## src/hw/rtl/udp_port_bind_table_defines.svh

```systemverilog
// assertion macros shared by the port binding table
`ifndef UDP_PORT_BIND_TABLE_DEFINES_SVH
`define UDP_PORT_BIND_TABLE_DEFINES_SVH

// consequence must hold in the same cycle as the antecedent
`define UPBT_ASSERT_NOW(label, ante, cons) \
  label: assert property (@(posedge clk) disable iff (rst) (ante) |-> (cons)) \
    else $error("udp_port_bind_table: check failed");

// consequence must hold in the cycle after the antecedent
`define UPBT_ASSERT_NEXT(label, ante, cons) \
  label: assert property (@(posedge clk) disable iff (rst) (ante) |=> (cons)) \
    else $error("udp_port_bind_table: check failed");

`endif

```

## src/hw/rtl/upbt_pkg.sv

```systemverilog
package upbt_pkg;

  // operation codes
  localparam logic [1:0] OP_OPEN     = 2'd0;
  localparam logic [1:0] OP_CLOSE    = 2'd1;
  localparam logic [1:0] OP_CLASSIFY = 2'd2;

  // status codes
  localparam logic [2:0] ST_OK        = 3'd0;
  localparam logic [2:0] ST_RESERVED  = 3'd1;
  localparam logic [2:0] ST_NO_FREE   = 3'd2;
  localparam logic [2:0] ST_BOUND     = 3'd3;
  localparam logic [2:0] ST_FULL      = 3'd4;
  localparam logic [2:0] ST_NOT_BOUND = 3'd5;

  // delivery codes
  localparam logic [1:0] DL_DHCP    = 2'd0;
  localparam logic [1:0] DL_LOCAL   = 2'd1;
  localparam logic [1:0] DL_UNREACH = 2'd2;

  // configuration register indexes
  localparam logic [1:0] CFG_RESERVED_PORT   = 2'd0;
  localparam logic [1:0] CFG_EPHEMERAL_FIRST = 2'd1;
  localparam logic [1:0] CFG_EPHEMERAL_LAST  = 2'd2;

  // configuration reset values
  localparam int unsigned EPHEMERAL_END = 61000;
  localparam logic [15:0] RESERVED_PORT_RST   = 16'd68;
  localparam logic [15:0] EPHEMERAL_FIRST_RST = 16'd32768;
  localparam logic [15:0] EPHEMERAL_LAST_RST  = 16'(EPHEMERAL_END - 1);

  typedef struct packed {
    logic [1:0]  operation;
    logic [15:0] port;
  } in_t;

  typedef struct packed {
    logic [2:0]  status;
    logic [3:0]  slot;
    logic [15:0] port_out;
    logic [1:0]  delivery;
  } out_t;

  typedef struct packed {
    logic [15:0] reserved_port;
    logic [15:0] ephemeral_first;
    logic [15:0] ephemeral_last;
  } cfg_t;

  typedef enum logic [1:0] {
    K_OPEN,
    K_CLOSE,
    K_CLASSIFY
  } kind_t;

  // decoded command passed from front to back
  typedef struct packed {
    kind_t       kind;
    logic        reserved;
    logic        is_auto;
    logic [15:0] port;
  } cmd_t;

endpackage

```

## src/hw/rtl/upbt_fifo.sv

```systemverilog
module upbt_fifo (
  input  logic           clk,
  input  logic           rst,
  input  logic           push,
  input  upbt_pkg::cmd_t wr_data,
  output logic           full,
  input  logic           pop,
  output logic           rd_valid,
  output upbt_pkg::cmd_t rd_data
);

  upbt_pkg::cmd_t entries [2];
  logic           wr_ptr;
  logic           rd_ptr;
  logic [1:0]     count;

  assign full     = (count == 2'd2);
  assign rd_valid = (count != 2'd0);
  assign rd_data  = entries[rd_ptr];

  // storage
  always_ff @(posedge clk) begin
    if (push) begin
      entries[wr_ptr] <= wr_data;
    end
  end

  // pointers and fill count
  always_ff @(posedge clk) begin
    if (rst) begin
      wr_ptr <= 1'b0;
      rd_ptr <= 1'b0;
      count  <= 2'd0;
    end else begin
      if (push) begin
        wr_ptr <= ~wr_ptr;
      end
      if (pop) begin
        rd_ptr <= ~rd_ptr;
      end
      if (push && !pop) begin
        count <= count + 2'd1;
      end else if (pop && !push) begin
        count <= count - 2'd1;
      end
    end
  end

endmodule

```

## src/hw/rtl/upbt_front.sv

```systemverilog
module upbt_front (
  input  upbt_pkg::cfg_t  cfg,
  input  logic            in_valid,
  output logic            in_ready,
  input  upbt_pkg::in_t   in_data,
  input  logic            full,
  output logic            push,
  output upbt_pkg::cmd_t  cmd
);

  assign in_ready = !full;
  assign push     = in_valid && !full;

  // decode the request into a command
  always_comb begin
    cmd.port     = in_data.port;
    cmd.reserved = (in_data.port == cfg.reserved_port);
    unique case (in_data.operation)
      upbt_pkg::OP_OPEN:  cmd.kind = upbt_pkg::K_OPEN;
      upbt_pkg::OP_CLOSE: cmd.kind = upbt_pkg::K_CLOSE;
      default:            cmd.kind = upbt_pkg::K_CLASSIFY;
    endcase
    // open of port zero that is not the reserved port picks a port
    cmd.is_auto = (in_data.operation == upbt_pkg::OP_OPEN) && !cmd.reserved &&
                  (in_data.port == 16'd0);
  end

endmodule

```

## src/hw/rtl/upbt_back.sv

```systemverilog
module upbt_back #(
  parameter int TABLE_ENTRIES = 16
) (
  input  logic            clk,
  input  logic            rst,
  input  upbt_pkg::cfg_t  cfg,
  input  logic            rd_valid,
  input  upbt_pkg::cmd_t  rd_data,
  output logic            pop,
  output logic            out_valid,
  input  logic            out_ready,
  output upbt_pkg::out_t  out_data
);

  localparam int IDXW = (TABLE_ENTRIES > 1) ? $clog2(TABLE_ENTRIES) : 1;

  typedef enum logic [2:0] {
    S_LOOK   = 3'b001,
    S_PICK   = 3'b010,
    S_DECIDE = 3'b100
  } state_t;

  state_t                   state;
  logic [15:0]              bound_ports [TABLE_ENTRIES];
  upbt_pkg::cmd_t           cur;
  logic [16:0]              cand;
  logic [TABLE_ENTRIES-1:0] hit_vec;
  logic [TABLE_ENTRIES-1:0] empty_vec;

  logic [15:0]              key;
  logic [TABLE_ENTRIES-1:0] hit_next;
  logic [TABLE_ENTRIES-1:0] empty_next;
  logic [IDXW-1:0]          hit_idx;
  logic [IDXW-1:0]          empty_idx;
  logic                     any_hit;
  logic                     any_empty;
  logic                     load_ok;
  logic                     go_pick;
  logic                     wr_en;
  logic [IDXW-1:0]          wr_idx;
  logic [15:0]              wr_val;
  logic [15:0]              open_port;
  upbt_pkg::out_t           res;

  // compare the lookup key against every slot
  assign key = (state == S_PICK) ? cand[15:0] : rd_data.port;

  always_comb begin
    for (int i = 0; i < TABLE_ENTRIES; i++) begin
      hit_next[i]   = (bound_ports[i] == key) && (key != 16'd0);
      empty_next[i] = (bound_ports[i] == 16'd0);
    end
  end

  // lowest matching and lowest free slot from the registered vectors
  always_comb begin
    hit_idx   = '0;
    empty_idx = '0;
    for (int i = TABLE_ENTRIES - 1; i >= 0; i--) begin
      if (hit_vec[i]) begin
        hit_idx = IDXW'(i);
      end
      if (empty_vec[i]) begin
        empty_idx = IDXW'(i);
      end
    end
  end

  assign any_hit   = |hit_vec;
  assign any_empty = |empty_vec;
  assign load_ok   = !out_valid || out_ready;
  assign pop       = (state == S_LOOK) && rd_valid;
  assign open_port = cur.is_auto ? cand[15:0] : cur.port;

  // decide the result of the current command
  always_comb begin
    res          = '0;
    res.status   = upbt_pkg::ST_OK;
    res.delivery = upbt_pkg::DL_DHCP;
    res.port_out = cur.port;
    go_pick      = 1'b0;
    wr_en        = 1'b0;
    wr_idx       = empty_idx;
    wr_val       = open_port;
    unique case (cur.kind)
      upbt_pkg::K_OPEN: begin
        if (cur.reserved) begin
          res.status = upbt_pkg::ST_RESERVED;
        end else if (cur.is_auto && (cand > {1'b0, cfg.ephemeral_last})) begin
          res.status   = upbt_pkg::ST_NO_FREE;
          res.port_out = 16'd0;
        end else if (cur.is_auto && ((cand[15:0] == 16'd0) || any_hit)) begin
          go_pick = 1'b1;
        end else begin
          res.port_out = open_port;
          if (any_hit) begin
            res.status = upbt_pkg::ST_BOUND;
          end else if (!any_empty) begin
            res.status = upbt_pkg::ST_FULL;
          end else begin
            wr_en    = 1'b1;
            res.slot = 4'(empty_idx);
          end
        end
      end
      upbt_pkg::K_CLOSE: begin
        if (any_hit) begin
          wr_en    = 1'b1;
          wr_idx   = hit_idx;
          wr_val   = 16'd0;
          res.slot = 4'(hit_idx);
        end else begin
          res.status = upbt_pkg::ST_NOT_BOUND;
        end
      end
      default: begin
        if (cur.reserved) begin
          res.delivery = upbt_pkg::DL_DHCP;
        end else if (any_hit) begin
          res.delivery = upbt_pkg::DL_LOCAL;
          res.slot     = 4'(hit_idx);
        end else begin
          res.delivery = upbt_pkg::DL_UNREACH;
        end
      end
    endcase
  end

  // sequencer
  always_ff @(posedge clk) begin
    if (rst) begin
      state <= S_LOOK;
    end else begin
      unique case (state)
        S_LOOK: begin
          if (rd_valid) begin
            state <= rd_data.is_auto ? S_PICK : S_DECIDE;
          end
        end
        S_PICK: begin
          state <= S_DECIDE;
        end
        S_DECIDE: begin
          if (go_pick) begin
            state <= S_PICK;
          end else if (load_ok) begin
            state <= S_LOOK;
          end
        end
        default: begin
          state <= S_LOOK;
        end
      endcase
    end
  end

  // command, candidate and match vectors
  always_ff @(posedge clk) begin
    if (pop) begin
      cur  <= rd_data;
      cand <= {1'b0, cfg.ephemeral_first};
    end else if ((state == S_DECIDE) && go_pick) begin
      cand <= cand + 17'd1;
    end
    if (pop || (state == S_PICK)) begin
      hit_vec   <= hit_next;
      empty_vec <= empty_next;
    end
  end

  // binding table
  always_ff @(posedge clk) begin
    if (rst) begin
      for (int i = 0; i < TABLE_ENTRIES; i++) begin
        bound_ports[i] <= 16'd0;
      end
    end else if ((state == S_DECIDE) && !go_pick && load_ok && wr_en) begin
      bound_ports[wr_idx] <= wr_val;
    end
  end

  // output register
  always_ff @(posedge clk) begin
    if (rst) begin
      out_valid <= 1'b0;
    end else if ((state == S_DECIDE) && !go_pick && load_ok) begin
      out_valid <= 1'b1;
    end else if (out_ready) begin
      out_valid <= 1'b0;
    end
  end

  always_ff @(posedge clk) begin
    if ((state == S_DECIDE) && !go_pick && load_ok) begin
      out_data <= res;
    end
  end

endmodule

```

## src/hw/rtl/udp_port_bind_table.sv

```systemverilog
// the back-end sequencer runs look-up and decide steps for each transaction and registers the
// result at decide; an automatic open adds a pick step before deciding and another for each
// candidate port it skips (at most TABLE_ENTRIES+1); look-up and pick share one slot compare
// array; the next pop waits for the result; a 2-entry command queue buffers input
// reset: synchronous; all table slots become free, config registers take default values
`include "udp_port_bind_table_defines.svh"

module udp_port_bind_table #(
  parameter int TABLE_ENTRIES = 16
) (
  input  logic            clk,
  input  logic            rst,
  input  logic            in_valid,
  output logic            in_ready,
  input  upbt_pkg::in_t   in_data,
  output logic            out_valid,
  input  logic            out_ready,
  output upbt_pkg::out_t  out_data,
  input  logic            cfg_valid,
  output logic            cfg_ready,
  input  logic [1:0]      cfg_index,
  input  logic [15:0]     cfg_data
);

  upbt_pkg::cfg_t cfg;
  upbt_pkg::cmd_t push_cmd;
  upbt_pkg::cmd_t head_cmd;
  logic           push;
  logic           full;
  logic           pop;
  logic           head_valid;
  logic [2:0]     inflight;
  logic           classified;

  assign cfg_ready = 1'b1;

  // configuration registers
  always_ff @(posedge clk) begin
    if (rst) begin
      cfg.reserved_port   <= upbt_pkg::RESERVED_PORT_RST;
      cfg.ephemeral_first <= upbt_pkg::EPHEMERAL_FIRST_RST;
      cfg.ephemeral_last  <= upbt_pkg::EPHEMERAL_LAST_RST;
    end else if (cfg_valid) begin
      unique case (cfg_index)
        upbt_pkg::CFG_RESERVED_PORT:   cfg.reserved_port   <= cfg_data;
        upbt_pkg::CFG_EPHEMERAL_FIRST: cfg.ephemeral_first <= cfg_data;
        upbt_pkg::CFG_EPHEMERAL_LAST:  cfg.ephemeral_last  <= cfg_data;
        default: ;
      endcase
    end
  end

  upbt_front u_front (
    .cfg      (cfg),
    .in_valid (in_valid),
    .in_ready (in_ready),
    .in_data  (in_data),
    .full     (full),
    .push     (push),
    .cmd      (push_cmd)
  );

  upbt_fifo u_fifo (
    .clk      (clk),
    .rst      (rst),
    .push     (push),
    .wr_data  (push_cmd),
    .full     (full),
    .pop      (pop),
    .rd_valid (head_valid),
    .rd_data  (head_cmd)
  );

  upbt_back #(
    .TABLE_ENTRIES (TABLE_ENTRIES)
  ) u_back (
    .clk       (clk),
    .rst       (rst),
    .cfg       (cfg),
    .rd_valid  (head_valid),
    .rd_data   (head_cmd),
    .pop       (pop),
    .out_valid (out_valid),
    .out_ready (out_ready),
    .out_data  (out_data)
  );

  // transactions accepted but not yet delivered
  always_ff @(posedge clk) begin
    if (rst) begin
      inflight <= 3'd0;
    end else if ((in_valid && in_ready) && !(out_valid && out_ready)) begin
      inflight <= inflight + 3'd1;
    end else if (!(in_valid && in_ready) && (out_valid && out_ready)) begin
      inflight <= inflight - 3'd1;
    end
  end

  // result of a classify that is delivered locally or is unreachable
  assign classified = out_valid && (out_data.delivery != upbt_pkg::DL_DHCP);

  // checks
  `UPBT_ASSERT_NOW(a_no_result_after_reset, $past(rst), !out_valid)
  `UPBT_ASSERT_NOW(a_result_has_request, out_valid, inflight != 3'd0)
  `UPBT_ASSERT_NOW(a_classify_status_ok, classified, out_data.status == upbt_pkg::ST_OK)

endmodule
```

## config.mk

```make
export PLATFORM = sky130hd
export DESIGN_NAME = udp_port_bind_table
export DESIGN_NICKNAME = d
export VERILOG_FILES = /design/src/hw/rtl/upbt_pkg.sv /design/src/hw/rtl/upbt_fifo.sv /design/src/hw/rtl/upbt_front.sv /design/src/hw/rtl/upbt_back.sv /design/src/hw/rtl/udp_port_bind_table.sv
export VERILOG_INCLUDE_DIRS = /design/src /design/src/hw/rtl
export SDC_FILE = /design/constraint.sdc
export NUM_CORES = 1
export LEC_CHECK = 0
export BUFFER_PORTS_ARGS = -buffer_cell sky130_fd_sc_hd__buf_4
export CAP_MARGIN = 10
export CORE_MARGIN = 2
export CORE_UTILIZATION = 55
export CTS_CLUSTER_SIZE = 40
export DETAILED_ROUTE_END_ITERATION = 6
export PLACE_DENSITY = 0.72
export RECOVER_POWER = 25
export SLEW_MARGIN = 20
export SYNTH_ARGS = -nofsm -noshare
export SYNTH_HDL_FRONTEND = slang
export SYNTH_HIERARCHICAL = 1
export SYNTH_SLANG_ARGS = --single-unit
export TNS_END_PERCENT = 30
```

## constraint.sdc

```tcl
create_clock -name clk -period 6.2 [get_ports clk]
set_clock_uncertainty 0.1 [all_clocks]
set_input_delay 0.31 -clock clk [delete_from_list [all_inputs] [get_ports clk]]
set_output_delay 0.31 -clock clk [all_outputs]
set_load 0.02 [all_outputs]
```

* After elaboration in Yosys (flattened, before gate mapping)
Memory sizes are Yosys's and may differ from the RTL's. A register that Yosys moved wholly into a read port is not among the register bits.
Cells that the tools add are included.
** Word-level totals
- Register bits after elaboration :: 150
- Bits in writable memories :: 296
- Word-level logic and storage cells :: 216
- Memories :: 2
** Cells by class
- $add $sub $neg :: 3
- Magnitude comparators :: 1
- Eq/ne operators :: 27
- Mux-type cells :: 90
- Bitwise operators :: 2
- Reduce and logical (&&, ||, !) cells :: 71
** Memory list
- u_back.bound_ports :: words 16, bits a word 16, rd ports 16, clocked after memory_dff 0, wr ports 16, line upbt_back.sv:24 : logic [15:0] bound_ports [TABLE_ENTRIES];
- u_fifo.entries :: words 2, bits a word 20, rd ports 1, clocked after memory_dff 1, wr ports 1, line upbt_fifo.sv:12 : upbt_pkg::cmd_t entries [2];
** Operators with widths (number)
- logical NOT 16 bit :: 18
- equality test 16 bit :: 17
- 2-to-1 mux 4 bit :: 40
- 2-to-1 mux 16 bit :: 9
- OR reduction 16 bit :: 3
- logical AND 1 bit :: 28
- 2-to-1 mux 3 bit :: 9
- 2-to-1 mux 23 bit :: 1
- 2-to-1 mux 1 bit :: 22
- 2-to-1 mux 20 bit :: 1
- adder 17 x 1 -> 17 bit, second input constant :: 1
- > comparator 17 x 16 -> 1 bit :: 1
- nonzero test 16 bit :: 1
- one-hot mux 3 bit (3 select lines) :: 1
- one-hot mux 4 bit (2 select lines) :: 1
- AND reduction 2 bit :: 4
- nonzero test 2 bit :: 4
- equality test 2 x 1 -> 1 bit, second input constant :: 3
- logical NOT 1 bit :: 6
- logical NOT 2 bit :: 3
- 2-to-1 mux 2 bit :: 3
- one-hot mux 3 bit (2 select lines) :: 1
- equality test 2 bit, second input constant :: 2
- one-hot mux 2 bit (2 select lines) :: 1
- 11 further kinds :: 14

* Longest topological paths before layout
- Depth in word-level cells :: 22
- Mapped depth :: 10
- Depth with buffers taken out :: 8

* Modules after synthesis
The synthesis kept the hierarchy.
** By module, submodules not included
- upbt_back :: instances 1, cells an instance 1541, area an instance 18427.7 µm², sequential area each 10580.1 µm²
- udp_port_bind_table :: instances 1, cells an instance 192, area an instance 1985.7 µm², sequential area each 960.9 µm²
- upbt_fifo :: instances 1, cells an instance 84, area an instance 1646.6 µm², sequential area each 1301.2 µm²
- upbt_front :: instances 1, cells an instance 48, area an instance 364.1 µm², sequential area each 0.0 µm²

* Worst setup path after synthesis
OpenSTA, ideal clock, no wires.
- Path kind :: register to register
- Start point :: reg u_back.cand[15]
- End point :: mem u_back.bound_ports[4][0] (enable)
- Library setup time :: 414 ps
- Arrival :: 3850 ps
- Data required time :: 5686 ps
- Slack :: 1836 ps
- Cell stages (with the launch flop) :: 10
- Buffers on the path :: 2
- Clock period less this slack :: 4364 ps
- Cells stage by stage :: edfxtp_1 > ha_1 > a211o_1 > a31oi_1 > o211ai_1 > o31ai_1 > o21ai_1 > buf_2 > buf_2 > o31ai_1
** RTL lines
- start, declared :: line upbt_back.sv:26 : logic [16:0] cand;
- start signal, assigned :: line upbt_back.sv:161 : cand <= {1'b0, cfg.ephemeral_first};
- start signal, assigned :: line upbt_back.sv:163 : cand <= cand + 17'd1;
- end, declared :: line upbt_back.sv:24

==> summary.md <==
| Metric | Value |
|---|---|
| Final GP Congestion | 0.918 |
| Met3 Routed Length | 6850 um |
| Clock transition at path regs | 0.06 ns |
| Switching Fraction | 41.2% |
| Largest net degree at the start of global routing | 68 |
| Comb power frac | 37.0% |
| Clock Path Buffers | 3 |
| DRT antenna net count | 0 |
| Met1 Wirelength | 24400 um |
| WL final | 65000 um |
| Syn nets | 1925 |
| Final Non-Filler Cells | 2476 |
| Flop and latch count out of synthesis | 447 |
| Type of the tightest min-delay check | in2reg |
| Post-Syn Area | 22400 um^2 |
| Max_cap viols | 3 |
| WL met2 | 30100 um |
| CP max FO | 50 |
| Worst Path Class, Setup | reg2reg |
| Post-place setup slack | 2.17 ns |
| Clk pwr share | 23.7% |
| Latest clock arrival within the worst-skew pair | 0.59 ns |
| HPWL after DPL | 41200 um |
| Min-delay src | out_ready |
| Reg2Reg Depth | 9 |
| Ports | 69 |
| Min-Delay Path Depth | 3 |
| DRC Markers | 0 |
| R2R setup slack | 1.61 ns |
| Die area | 42400 um^2 |
| DR WL/cell | 26.3 um |
| R2r endpoint | u_back/bound_ports[13][13] |
| Hold EP | u_back/out_valid |
| Fin crit period | 4.59 ns |
| TritonCTS Buffers | 46 |
| Layout cells sized above 1 | 11.0% |
| Fin. max-slew vios | 117 |
| Number of global-route vias before repair | 15800 |
| Yosys warnings | 6 |
| Rel. slew slack | -34.7% |
| WP data required | 6.37 ns |
| Initial Util | 56.1% |
| Root buffer cell | clkbuf_16 |
| Internal Power | 6.21 mW |
| Commonest register cell after synthesis | edfxtp_1 |
| Crit start category | flip-flop |
| Nets | 1979 |
| Synth cell types | 68 |
| First-pass iteration count of the detailed router | 5 |
| Pwr per Cell Area | 422 nW/um^2 |
| GRT Util Overall | 31.2% |
| Net switching power | 4.35 mW |
| RSZ-0062 raised after global routing | no |
| Postcts setup bufs | 0 |
| Overflow after GRT | 0 |
| Die height | 206 um |
| Setup TNS | 0 ns |
| Post-Syn Area per Cell | 12.0 um^2 |
| Port Buffers | 67 |
| Antenna violations before repair | 2 |
| Depth of the CTS H-tree | 2 |
| Data arrival, critical path | 4.77 ns |
| Die Wd | 206 um |
| DR iter-0 viols | 1709 |
| Final Core Density | 62.6% |
| Clk sinks | 447 |
| Area growth from synthesis to layout | 11.7% |
| Cells after DPL | 2362 |
| Worst-margin pin slew | 2.02 ns |
| Worst R2R Start | u_back/hit_vec[4] |
| Final WS setup | 1.61 ns |
| Post-CTS sizing | 0 |
| Vias per inst | 6.51 |
| Peak VDD IR | 0.000279 V |
| Core Region | 40000 um^2 |
| Overall power consumption | 10.6 mW |
| Status | finished with violations |
| Number of enable flip-flop cells after synthesis | 389 |
| Sequential Power Share | 39.3% |
| First-pass GRT wire length | 97300 um |
| Failing checks | max-capacitance violations, max-slew violations |
| Period Utilization, post-route | 74.1% |
| F_max | 218 MHz |
| Syn Inst Count | 1865 |
| Max Used Layer | met5 |
| Worst setup EP type | flip-flop |
| Leak Pwr | 7.96 nW |
| Seq/Total Area, Yosys | 57.3% |
| Final setup violation count | 0 |
| Diode count | 0 |
| Via Count | 16100 |
| Synth async-reset ratio | 0% |
| Row Count | 73 |
| CTS tree | built |
| Hold Buf Count CTS | 34 |
| Final Hold Fails | 0 |
-- flip-flops by register name, summed over array words and instances (netlist names), named ones only --
register	cells
u_back/bound_ports	256
cfg	48
u_fifo/entries	40
u_back/out_data	25
u_back/cur	20
u_back/cand	17
u_back/empty_vec	16
u_back/hit_vec	16
u_back/state	3
u_fifo/count	2
u_back/out_valid	1
u_fifo/rd_ptr	1
u_fifo/wr_ptr	1
-- worst max-delay path: stages (launching register included) --
cell and delay, ns:
edfxtp_1 0.44, or4_1 0.64, nor4_1 0.95, nand4_1 0.23, a21oi_2 0.32, o211ai_1 0.16
buf_4 0.25, buf_4 0.34, o21ai_1 0.52, buf_4 0.30
-- worst max-delay path by stage --
stage,start,to,cells past startpoint
floorplan,u_back/cand[15],u_back/bound_ports[4][0],9
global placement,u_back/cand[15],u_back/bound_ports[9][10],9
detailed placement,u_back/hit_vec[4],u_back/bound_ports[13][11],10
CTS,u_back/hit_vec[4],u_back/bound_ports[13][13],10
global route,u_back/hit_vec[4],u_back/bound_ports[13][10],9
finish,u_back/hit_vec[4],u_back/bound_ports[13][13],9
-- logic make-up after synthesis --
kind of cell,Yosys count,synth area share [%]
and+or+nand+nor,697,17.9
AOI/OAI and AO/OA,122,3.72
DFF,447,57.3
adders and majority gates,19,1.06
other,1,0.0167
xor gates and xnor gates,290,11.3
buffers and inverters,188,3.95
muxes,101,4.71
-- power by group through the flow --
stage	sequential (mW)	combinational (mW)	clock, mW
detailed placement	4.19	3.79	0
CTS	4.13	3.83	2.53
floorplan	3.97	2.47	0
global route	4.20	4.06	2.64
finish	4.15	3.91	2.50
global placement	4.17	3.71	0
-- metal layers --
layer | vias to the layer above | global-route usage [%]
met5 | - | 0
met4 | 2 | 16.1
met3 | 211 | 5.82
met2 | 962 | 50.0
met1 | 7803 | 40.8
li1 | 7130 | -
-- cell type report --
type	count	area (um^2)
sequential	447	12800
tap	525	657
multi-input combinational	1230	9000
clock inverter	23	128
clock buffer	57	1190
fill	3117	15000
timing repair buffer	160	1110
inverter	34	128
-- cells in the final DEF (no fill, tap or decap), drive strengths merged, types with 40 or more instances in the layout --
cell,netlist,routed
edfxtp,389,389
xnor2,281,281
nor4,206,206
nor3,202,202
clkbuf,78,104
buf,76,79
nor2,70,70
mux2i,65,65
dfxtp,58,58
nand2b,57,57
nand2,49,49
o21ai,40,40
-- cells in the mapped netlist (4+ instances only) --
master,number,share of area (%)
or4_1,10,0.33
o31ai_1,9,0.30
nor2b_1,6,0.17
and3_1,11,0.31
xor2_1,9,0.35
buf_2,42,0.94
nand4_1,30,0.84
edfxtp_1,389,52
nand3_1,8,0.18
nor2_1,69,1.2
nor4_1,203,5.7
o21a_1,4,0.13
o21ai_1,5,0.11
nor3_1,184,4.1
and4_1,18,0.70
o211ai_1,6,0.20
ha_1,19,1.1
mux2i_1,65,2.9
nand2_1,49,0.82
and2_1,6,0.17
o21ai_0,35,0.78
a31oi_1,4,0.11
nand2b_1,57,1.6
nor3_2,18,0.80
xnor2_1,281,11
clkbuf_1,78,1.3
a21oi_1,20,0.45
a22o_1,18,0.70
buf_4,28,0.94
dfxtp_1,58,5.2
or3_1,6,0.17
inv_1,34,0.57
mux2_2,36,1.8
-- stage by stage --
stage | cell area, um^2 | hold slack [ns]
after detailed placement | 23600 | 0.371
after floorplan | 22400 | 0.279
after global routing | 25100 | 0.0635
after CTS | 25300 | 0.0120
after global placement | 23600 | 0.365
final | 25100 | 0.0313
Note: power is estimated with default switching activity, not from simulation.
